<file path="config.mk">
export PLATFORM = sky130hd
export DESIGN_NAME = unix_seconds_to_calendar
export DESIGN_NICKNAME = d
export VERILOG_FILES = /design/src/usc_pkg.sv /design/src/usc_dp.sv /design/src/usc_ctrl.sv /design/src/unix_seconds_to_calendar.sv
export SDC_FILE = /design/constraint.sdc
export NUM_CORES = 2
export LEC_CHECK = 0
export ABC_CLOCK_PERIOD_IN_PS = 12200
export BUFFER_PORTS_ARGS = -buffer_cell sky130_fd_sc_hd__buf_2
export CAP_MARGIN = 30
export CORE_ASPECT_RATIO = 2
export CORE_MARGIN = 4
export CORE_UTILIZATION = 25
export CTS_CLUSTER_DIAMETER = 150
export DETAILED_ROUTE_END_ITERATION = 6
export GPL_TIMING_DRIVEN = 0
export PLACE_DENSITY = 0.39
export SYNTH_ARGS = -nofsm -noshare
export SYNTH_HDL_FRONTEND = slang
export SYNTH_SLANG_ARGS = --single-unit
</file>
<file path="constraint.sdc">
create_clock -name clk -period 12.2 [get_ports clk]
set_input_delay 2.44 -clock clk [delete_from_list [all_inputs] [get_ports clk]]
set_output_delay 2.44 -clock clk [all_outputs]
set_load 0.1 [all_outputs]
</file>
<file path="src/usc_pkg.sv">
// ----------------------------------------------------------------------------
// usc_pkg: shared types and constants for the seconds-to-calendar converter
// Holds the controller states, divider operations, the command and status
// bundles between controller and datapath, and the calendar tables.
// ----------------------------------------------------------------------------
package usc_pkg;

  // Constant divisors of the four divides.
  localparam logic [16:0] SECS_PER_DAY  = 17'd86400;
  localparam logic [16:0] SECS_PER_HOUR = 17'd3600;
  localparam logic [16:0] SECS_PER_MIN  = 17'd60;
  localparam logic [16:0] DAYS_PER_WEEK = 17'd7;

  // Scaled reciprocals of the odd part of each divisor. The quotient is
  // (operand * K) >> S, exact over the whole operand range of that divide.
  // Day:     (secs >> 7) * K >> 35, odd part 675, operand below 2^25.
  // Hour:    (rem >> 4) * K >> 21, odd part 225, operand below 2^13.
  // Minute:  (rem >> 2) * K >> 14, odd part 15, operand below 2^10.
  // Weekday: days * K >> 19, divisor 7, operand below 2^16.
  localparam logic [25:0] RECIP_DAY  = 26'd50903317;
  localparam logic [25:0] RECIP_HOUR = 26'd9321;
  localparam logic [25:0] RECIP_MIN  = 26'd1093;
  localparam logic [25:0] RECIP_WDAY = 26'd74899;

  // Epoch: 1970-01-01 was a Thursday; 19 mod 4 is 3.
  localparam logic [6:0]  EPOCH_YY      = 7'd70;
  localparam logic [1:0]  EPOCH_CENT    = 2'd3;
  localparam logic [15:0] EPOCH_WEEKDAY = 16'd4;
  localparam logic [6:0]  LAST_YY       = 7'd99;
  localparam logic [3:0]  LAST_MONTH    = 4'd11;

  localparam logic [8:0] DAYS_LEAP_YEAR   = 9'd366;
  localparam logic [8:0] DAYS_COMMON_YEAR = 9'd365;

  typedef enum logic [2:0] {
    ST_IDLE,
    ST_DIV,
    ST_YEAR,
    ST_MONTH,
    ST_PUB
  } usc_state_t;

  typedef enum logic [1:0] {
    OP_DAY,
    OP_HOUR,
    OP_MIN,
    OP_WDAY
  } usc_op_t;

  typedef struct packed {
    logic    start;
    logic    div_step;
    logic    div_next;
    usc_op_t op;
    logic    year_step;
    logic    month_step;
    logic    publish;
  } usc_cmd_t;

  typedef struct packed {
    logic div_done;
    logic year_done;
    logic month_done;
  } usc_stat_t;

  // Divisor of each divider operation.
  function automatic logic [16:0] div_divisor(input usc_op_t op);
    logic [16:0] d;
    case (op)
      OP_DAY:  d = SECS_PER_DAY;
      OP_HOUR: d = SECS_PER_HOUR;
      OP_MIN:  d = SECS_PER_MIN;
      OP_WDAY: d = DAYS_PER_WEEK;
      default: d = SECS_PER_DAY;
    endcase
    return d;
  endfunction

  // Length of a month (0 is January); February grows by one in a leap year.
  function automatic logic [4:0] month_len(input logic [3:0] mon, input logic leap);
    logic [4:0] len;
    case (mon)
      4'd0:    len = 5'd31;
      4'd1:    len = leap ? 5'd29 : 5'd28;
      4'd2:    len = 5'd31;
      4'd3:    len = 5'd30;
      4'd4:    len = 5'd31;
      4'd5:    len = 5'd30;
      4'd6:    len = 5'd31;
      4'd7:    len = 5'd31;
      4'd8:    len = 5'd30;
      4'd9:    len = 5'd31;
      4'd10:   len = 5'd30;
      4'd11:   len = 5'd31;
      default: len = 5'd31;
    endcase
    return len;
  endfunction

endpackage

</file>
<file path="src/usc_dp.sv">
// ----------------------------------------------------------------------------
// usc_dp: datapath of the seconds-to-calendar converter
// Each divide by a constant is split: a reciprocal multiply forms the
// quotient, then the remainder is taken from the registered quotient. Four
// divides give days, hours, minutes, seconds and weekday. Year and month
// counters then peel whole years and months off the day count. Results sit
// in an output register that is separate from the working registers.
// ----------------------------------------------------------------------------
module usc_dp (
  input  logic            clk,
  input  logic            rst_n,
  input  usc_pkg::usc_cmd_t  cmd,
  output usc_pkg::usc_stat_t stat,
  input  logic [31:0]     in_unix_seconds,
  output logic [4:0]      out_hour,
  output logic [5:0]      out_minute,
  output logic [5:0]      out_second,
  output logic [2:0]      out_weekday,
  output logic [4:0]      out_day_of_month,
  output logic [3:0]      out_month,
  output logic [6:0]      out_year_two_digit
);
  import usc_pkg::*;

  // Divide unit: operand of the current divide, its quotient, and a phase
  // flag that is high while the quotient is still to be formed.
  logic [31:0] num_r, num_nxt;
  logic [15:0] quo_r, quo_nxt;
  logic        phase_r, phase_nxt;

  // Calendar working state.
  logic [15:0] days_r, days_nxt;
  logic [6:0]  yy_r, yy_nxt;
  logic [1:0]  cent_r, cent_nxt;
  logic [3:0]  mon_r, mon_nxt;
  logic [4:0]  hour_r, hour_nxt;
  logic [5:0]  minute_r, minute_nxt;
  logic [5:0]  second_r, second_nxt;
  logic [2:0]  weekday_r, weekday_nxt;

  // Output register.
  logic [4:0]  out_hour_r;
  logic [5:0]  out_minute_r;
  logic [5:0]  out_second_r;
  logic [2:0]  out_weekday_r;
  logic [4:0]  out_day_r;
  logic [3:0]  out_month_r;
  logic [6:0]  out_yy_r;

  logic [24:0] recip_op;
  logic [25:0] recip_k;
  logic [50:0] recip_prod;
  logic [15:0] recip_quo;
  logic [16:0] divisor;
  logic [32:0] quo_times_d;
  logic [31:0] rem_full;
  logic        leap;
  logic [8:0]  ylen;
  logic [4:0]  mlen;
  logic [15:0] wday_base;

  // Quotient by a scaled reciprocal. The power-of-two factor of the divisor
  // is shifted off first; the multiplier is 25 by 26 bits.
  always_comb begin
    case (cmd.op)
      OP_DAY: begin
        recip_op = num_r[31:7];
        recip_k  = RECIP_DAY;
      end
      OP_HOUR: begin
        recip_op = {12'd0, num_r[16:4]};
        recip_k  = RECIP_HOUR;
      end
      OP_MIN: begin
        recip_op = {15'd0, num_r[11:2]};
        recip_k  = RECIP_MIN;
      end
      OP_WDAY: begin
        recip_op = {9'd0, num_r[15:0]};
        recip_k  = RECIP_WDAY;
      end
      default: begin
        recip_op = num_r[31:7];
        recip_k  = RECIP_DAY;
      end
    endcase
    recip_prod = {26'd0, recip_op} * {25'd0, recip_k};
    case (cmd.op)
      OP_DAY:  recip_quo = recip_prod[50:35];
      OP_HOUR: recip_quo = recip_prod[36:21];
      OP_MIN:  recip_quo = recip_prod[29:14];
      OP_WDAY: recip_quo = recip_prod[34:19];
      default: recip_quo = recip_prod[50:35];
    endcase
  end

  // Remainder from the registered quotient.
  always_comb begin
    divisor     = div_divisor(cmd.op);
    quo_times_d = {17'd0, quo_r} * {16'd0, divisor};
    rem_full    = num_r - quo_times_d[31:0];
  end

  // Gregorian rule from the year within the century and the century mod 4.
  always_comb begin
    leap = (yy_r[1:0] == 2'd0) && ((yy_r != 7'd0) || (cent_r == 2'd0));
    ylen = leap ? DAYS_LEAP_YEAR : DAYS_COMMON_YEAR;
    mlen = month_len(mon_r, leap);
    wday_base = days_r + EPOCH_WEEKDAY;
  end

  always_comb begin
    stat.div_done   = !phase_r;
    stat.year_done  = (days_r < {7'd0, ylen});
    stat.month_done = (days_r < {11'd0, mlen}) || (mon_r == LAST_MONTH);
  end

  // Next values of the working registers.
  always_comb begin
    num_nxt     = num_r;
    quo_nxt     = quo_r;
    phase_nxt   = phase_r;
    days_nxt    = days_r;
    yy_nxt      = yy_r;
    cent_nxt    = cent_r;
    mon_nxt     = mon_r;
    hour_nxt    = hour_r;
    minute_nxt  = minute_r;
    second_nxt  = second_r;
    weekday_nxt = weekday_r;
    if (cmd.start) begin
      num_nxt   = in_unix_seconds;
      phase_nxt = 1'b1;
    end else if (cmd.div_step) begin
      quo_nxt   = recip_quo;
      phase_nxt = 1'b0;
    end else if (cmd.div_next) begin
      // Keep the result of the finished divide and load the next one.
      case (cmd.op)
        OP_DAY: begin
          days_nxt  = quo_r;
          num_nxt   = rem_full;
          phase_nxt = 1'b1;
        end
        OP_HOUR: begin
          hour_nxt  = quo_r[4:0];
          num_nxt   = rem_full;
          phase_nxt = 1'b1;
        end
        OP_MIN: begin
          minute_nxt = quo_r[5:0];
          second_nxt = rem_full[5:0];
          num_nxt    = {16'd0, wday_base};
          phase_nxt  = 1'b1;
        end
        OP_WDAY: begin
          weekday_nxt = rem_full[2:0];
          yy_nxt      = EPOCH_YY;
          cent_nxt    = EPOCH_CENT;
          mon_nxt     = 4'd0;
        end
        default: begin
          phase_nxt = 1'b0;
        end
      endcase
    end else if (cmd.year_step) begin
      days_nxt = days_r - {7'd0, ylen};
      if (yy_r == LAST_YY) begin
        yy_nxt   = 7'd0;
        cent_nxt = cent_r + 2'd1;
      end else begin
        yy_nxt = yy_r + 7'd1;
      end
    end else if (cmd.month_step) begin
      days_nxt = days_r - {11'd0, mlen};
      mon_nxt  = mon_r + 4'd1;
    end
  end

  // Phase flag is control-like and is cleared by reset.
  always_ff @(posedge clk) begin
    if (!rst_n) begin
      phase_r <= 1'b0;
    end else begin
      phase_r <= phase_nxt;
    end
  end

  // Working payload registers.
  always_ff @(posedge clk) begin
    num_r     <= num_nxt;
    quo_r     <= quo_nxt;
    days_r    <= days_nxt;
    yy_r      <= yy_nxt;
    cent_r    <= cent_nxt;
    mon_r     <= mon_nxt;
    hour_r    <= hour_nxt;
    minute_r  <= minute_nxt;
    second_r  <= second_nxt;
    weekday_r <= weekday_nxt;
  end

  // Output register, loaded when the controller publishes a finished item.
  always_ff @(posedge clk) begin
    if (cmd.publish) begin
      out_hour_r    <= hour_r;
      out_minute_r  <= minute_r;
      out_second_r  <= second_r;
      out_weekday_r <= weekday_r;
      out_day_r     <= days_r[4:0] + 5'd1;
      out_month_r   <= mon_r + 4'd1;
      out_yy_r      <= yy_r;
    end
  end

  assign out_hour           = out_hour_r;
  assign out_minute         = out_minute_r;
  assign out_second         = out_second_r;
  assign out_weekday        = out_weekday_r;
  assign out_day_of_month   = out_day_r;
  assign out_month          = out_month_r;
  assign out_year_two_digit = out_yy_r;

endmodule

</file>
<file path="src/usc_ctrl.sv">
// ----------------------------------------------------------------------------
// usc_ctrl: controller of the seconds-to-calendar converter
// Sequences the four divides, the year loop and the month loop, then hands
// the finished item to the output register and tracks its valid flag.
// ----------------------------------------------------------------------------
module usc_ctrl (
  input  logic               clk,
  input  logic               rst_n,
  input  logic               in_valid,
  output logic               in_stall,
  output logic               out_valid,
  input  logic               out_stall,
  input  usc_pkg::usc_stat_t stat,
  output usc_pkg::usc_cmd_t  cmd
);
  import usc_pkg::*;

  usc_state_t state_r, state_nxt;
  usc_op_t    op_r, op_nxt;
  logic       out_valid_r, out_valid_nxt;
  logic       in_accept;
  logic       out_free;

  assign in_accept = in_valid && (state_r == ST_IDLE);
  assign out_free  = !out_valid_r || !out_stall;

  // Next state and divide operation.
  always_comb begin
    state_nxt = state_r;
    op_nxt    = op_r;
    case (state_r)
      ST_IDLE: begin
        if (in_valid) begin
          state_nxt = ST_DIV;
          op_nxt    = OP_DAY;
        end
      end
      ST_DIV: begin
        if (stat.div_done) begin
          case (op_r)
            OP_DAY:  op_nxt = OP_HOUR;
            OP_HOUR: op_nxt = OP_MIN;
            OP_MIN:  op_nxt = OP_WDAY;
            OP_WDAY: state_nxt = ST_YEAR;
            default: op_nxt = OP_DAY;
          endcase
        end
      end
      ST_YEAR: begin
        if (stat.year_done) begin
          state_nxt = ST_MONTH;
        end
      end
      ST_MONTH: begin
        if (stat.month_done) begin
          state_nxt = ST_PUB;
        end
      end
      ST_PUB: begin
        if (out_free) begin
          state_nxt = ST_IDLE;
        end
      end
      default: begin
        state_nxt = ST_IDLE;
      end
    endcase
  end

  // Commands to the datapath and the output valid flag.
  always_comb begin
    cmd            = '0;
    cmd.op         = op_r;
    cmd.start      = in_accept;
    cmd.div_step   = (state_r == ST_DIV) && !stat.div_done;
    cmd.div_next   = (state_r == ST_DIV) && stat.div_done;
    cmd.year_step  = (state_r == ST_YEAR) && !stat.year_done;
    cmd.month_step = (state_r == ST_MONTH) && !stat.month_done;
    cmd.publish    = (state_r == ST_PUB) && out_free;
    out_valid_nxt  = out_valid_r;
    if (cmd.publish) begin
      out_valid_nxt = 1'b1;
    end else if (out_valid_r && !out_stall) begin
      out_valid_nxt = 1'b0;
    end
  end

  always_ff @(posedge clk) begin
    if (!rst_n) begin
      state_r     <= ST_IDLE;
      op_r        <= OP_DAY;
      out_valid_r <= 1'b0;
    end else begin
      state_r     <= state_nxt;
      op_r        <= op_nxt;
      out_valid_r <= out_valid_nxt;
    end
  end

  assign in_stall  = (state_r != ST_IDLE);
  assign out_valid = out_valid_r;

`ifndef SYNTHESIS
  // An accepted item always starts with the day divide.
  a_accept_starts_div: assert property (@(posedge clk) disable iff (!rst_n)
    in_accept |=> (state_r == ST_DIV) && (op_r == OP_DAY))
    else $error("accepted item did not start the divider");

  // The weekday divide is the last one before the year loop.
  a_wday_to_year: assert property (@(posedge clk) disable iff (!rst_n)
    (state_r == ST_DIV && stat.div_done && op_r == OP_WDAY) |=> (state_r == ST_YEAR))
    else $error("divide sequence did not hand over to the year loop");

  // A result appears only through the publish state.
  a_valid_from_pub: assert property (@(posedge clk) disable iff (!rst_n)
    $rose(out_valid_r) |-> ($past(state_r) == ST_PUB))
    else $error("result valid raised outside the publish state");

  // A waiting result is never overwritten by a new one.
  a_no_overwrite: assert property (@(posedge clk) disable iff (!rst_n)
    cmd.publish |-> (!out_valid_r || !out_stall))
    else $error("published over a stalled result");
`endif

endmodule

</file>
<file path="src/unix_seconds_to_calendar.sv">
// Each item runs four constant divides, each a reciprocal multiply and then a
// remainder, then removes Y whole years (0..136) and M whole months (0..11).
// A new input is accepted only once the last item has been published.
// Years and months are removed one per cycle; a stalled result holds the input.
// Reset (rst_n low, synchronous) clears the controller and drops out_valid.
// ----------------------------------------------------------------------------
// unix_seconds_to_calendar: seconds since 1970 to calendar date and time
// Splits a 32-bit second count into time of day, weekday, day of month,
// month and two-digit year with Gregorian leap years.
// ----------------------------------------------------------------------------
module unix_seconds_to_calendar (
  input  logic        clk,
  input  logic        rst_n,
  input  logic        in_valid,
  output logic        in_stall,
  input  logic [31:0] in_unix_seconds,
  output logic        out_valid,
  input  logic        out_stall,
  output logic [4:0]  out_hour,
  output logic [5:0]  out_minute,
  output logic [5:0]  out_second,
  output logic [2:0]  out_weekday,
  output logic [4:0]  out_day_of_month,
  output logic [3:0]  out_month,
  output logic [6:0]  out_year_two_digit
);
  import usc_pkg::*;

  usc_cmd_t  cmd;
  usc_stat_t stat;

  // Sequencer.
  usc_ctrl u_ctrl (
    .clk       (clk),
    .rst_n     (rst_n),
    .in_valid  (in_valid),
    .in_stall  (in_stall),
    .out_valid (out_valid),
    .out_stall (out_stall),
    .stat      (stat),
    .cmd       (cmd)
  );

  // Divider, calendar counters and output register.
  usc_dp u_dp (
    .clk                (clk),
    .rst_n              (rst_n),
    .cmd                (cmd),
    .stat               (stat),
    .in_unix_seconds    (in_unix_seconds),
    .out_hour           (out_hour),
    .out_minute         (out_minute),
    .out_second         (out_second),
    .out_weekday        (out_weekday),
    .out_day_of_month   (out_day_of_month),
    .out_month          (out_month),
    .out_year_two_digit (out_year_two_digit)
  );

endmodule
</file>
==> results.md <==
- Status: complete, no violations
- Worst r2r src: u_ctrl.op_r[1]
- Min cycle time layout: 11.80 ns
- Flops & latches, synth: 140
- Clock latency on the worst-skew pair: 0.47 ns
- Iter 0 DRT Violations: 1202
- Detailed-router iteration count before antenna repair: 5
- Layout Utilization: 27.7%
- Post-synthesis mux area share: 0.527%
- Required @ worst endpoint: around 12 ns
- Post-synth top area cell: fa_1
- Worst path most repeated cell: fa_1
- Max transition margin: between 20% and 30%
- Most frequent cells in the layout: inv_1, fa_1, ha_1, nand2_1, nor2_1
- Hold Startpoint: u_dp.minute_r[0]
- Post-synthesis sequential area ratio: 13.4%
- Setup TNS: 0 ns
- Synth Instances: 3276
- Distinct cells, synth: 79
- Worst-path fanout max: 10
- Crit-path leading delay family: adder cells
- CP startpoint kind: flip-flop
- Synth Cell Area: 30800 µm²
- FP Rows: ~180
- TritonCTS Sinks: 140
- Max-Cap Viols: 0
- Slowest CP cell: buf_1
- Synthesized area per cell: about 9.4 µm²
- Number of flops mapped to enable cells by yosys: between 100 and 150
- CTS root buffer: clkbuf_16
- Placed wire-length estimate: 110000 µm
- Routed len/inst: 24.8 µm
- Setup Viol. Count Final: 0
- TritonCTS clock tree: yes
- CP Buf/Inv Count: 10
- Setup Buffers After CTS: 0
- GR Util All Layers: 19.3%
- Die Wd: 256 µm
- Post-synthesis async set-or-reset flop share: 0%
- Fmax: 0.0847 GHz
- Cts hold-fix bufs: 0
- Fill count: 13200
- Clk pin slew, worst setup/hold paths: roughly 0.07 ns
- Crit-path max cell delay: 0.68 ns
- Largest family of logic cells by synthesized area: adder cells
- Arrival @ worst endpoint: 11.99 ns
- WS Path Type: reg2reg
- Area of the die: 129000 µm²
- Reg2reg path depth: 28
- Area growth, synth to finish: 10.2%
- Measured slew at the worst slew-check pin: 1.08 ns
- GPL Wtd Cong: between 0.9 and 1
- Setup crit start: u_ctrl.op_r[1]
- Reg2Reg Capture Point: u_dp.quo_r[13]
- Chip height: 505 µm
- Final hold vios: 0
- M2 GR Usage: 40.8%
- Pin count of the biggest net entering global routing: 23
- Synth top area cells: fa_1, ha_1, edfxtp_1
- Setup WS pre-CTS: 0.354 ns
- GRT busiest layer: met2
- Core Footprint: between 100000 and 150000 µm²
- I/O pin count: 74
- # port buffers: 73
- DRT antenna net count: 0
- GR Layer Usage met1: 15.9%
- Worst hold-check path type: reg2reg
- Final worst path period share: 96.7%
- Yosys warns: 0
- Commonest non-fill, non-tap cell in the layout: inv_1
- Grt ovf: 0
- GR Util met3: 1.53%
- Post-Synth Simple-Gate Area: 10.2%
- Slew Viols, Final: 0
- Initial antenna violation count: 4
- Vias: 23000
- PnR worst setup slack: 0.397 ns
- Adder-cell share of the synthesized area: 52.1%
- Total CTS buffers: 17
- Initial Utilization: 25.1%
- Hold Path End: u_dp.out_minute[0]
- Vias/cell: 4.63
- Hold depth: 0
- CTS Buffer Depth: 2
- Drt total wl: roughly 120000 µm
- Worst hold slack: 0.417 ns
- Synth Area in XOR/XNOR: 3.10%
- Clock H-tree levels: 4
- Vias in the first global route: 26400
- Post-synthesis compound-gate area fraction: 8.81%
- First-pass GRT wire length: 178000 µm
- Post-CTS Resized: 0
- Share of the synthesized area in the top cell type: 34.5%
- DRC Markers: 0
- Clk_skew: 0.0177 ns
- RSZ-0062 raised after global routing: no
- CP endpoint kind: flip-flop
- Final nets: 4397
- Share of post-route cells with drive strength above 1: approximately 4.6%
- Reg2Reg Setup Slack: 0.40 ns
- Main flop type after synthesis: edfxtp_1
[kinds of logic (layout without fill, tap and decap cells)]
group	Yosys count	count (layout)
flip-flops	140	140
other	2	14
buffers and inverters	969	1092
multiplexers	16	16
XOR/XNOR	109	109
AND/OR/NAND/NOR	657	657
AO/OA/AOI/OAI	418	418
adder cells (fa/ha/maj)	965	965
[final cells by class]
cell class	instances	area, µm²	share of cell area [%]
Sequential cell	140	4130	12.2
Antenna cell	2	5.00	0.0147
Tap cell	1564	1960	5.76
Clock buffer	18	429	1.26
Clock inverter	14	125	0.368
Inverter	875	3280	9.66
Timing Repair Buffer	91	569	1.68
Multi-Input combinational cell	2177	23100	68.0
Buffer	94	360	1.06
[synthesized netlist by cell type (all sizes together), types with 9 or more instances]
master,number
a31oi,9
a21oi,128
and2,82
nand2,239
xnor2,63
mux2i,14
o21bai,22
inv,875
nand2b,19
o31ai,11
nand3,35
nor2b,28
a21o,34
o21a,13
xor2,46
a222oi,14
nor2,144
a22oi,10
a211oi,15
nand4,13
nor3,19
or2,11
ha,433
clkbuf,85
o21ai,90
and3,24
fa,532
edfxtp,133
buf,9
[routing by layer]
| metal | routed length (µm) | up-vias |
|---|---|---|
| met5 | 27 | - |
| met4 | 11300 | 4 |
| met3 | 2690 | 283 |
| met2 | 73600 | 572 |
| met1 | 35900 | 11700 |
| li1 | - | 10500 |
[through the flow]
step                      std cells  area (µm²)
final                          4975       34000
after global routing           4973       34000
after CTS                      4973       34000
after detailed placement       4941       33400
after global placement         4923       33200
after floorplan                3286       30900
[worst max path at each step]
stage                           endpoint  slack, ns  depth (start not counted)
after floorplan           u_dp.quo_r[14]       4.15                         29
after global placement    u_dp.quo_r[12]       0.24                         29
after detailed placement  u_dp.quo_r[13]       0.35                         28
after CTS                 u_dp.quo_r[13]       0.34                         28
after global routing      u_dp.quo_r[13]       0.22                         28
final                     u_dp.quo_r[13]       0.40                         28
[registers in the layout, summed over array words and instances (netlist names)]
name	cells
u_dp.num_r	32
u_dp.days_r	16
u_dp.quo_r	16
u_dp.out_year_two_digit	7
u_dp.yy_r	7
u_dp.minute_r	6
u_dp.out_minute	6
u_dp.out_second	6
u_dp.second_r	6
u_dp.hour_r	5
u_dp.out_day_of_month	5
u_dp.out_hour	5
u_dp.mon_r	4
u_dp.out_month	4
u_ctrl.state_r	3
u_dp.out_weekday	3
u_dp.weekday_r	3
u_ctrl.op_r	2
u_dp.cent_r	2
u_ctrl.out_valid	1
u_dp.phase_r	1
Power is left out: the tool's default activity adds up to more than one toggle a clock period on the data nets, which glitch-free logic cannot reach.
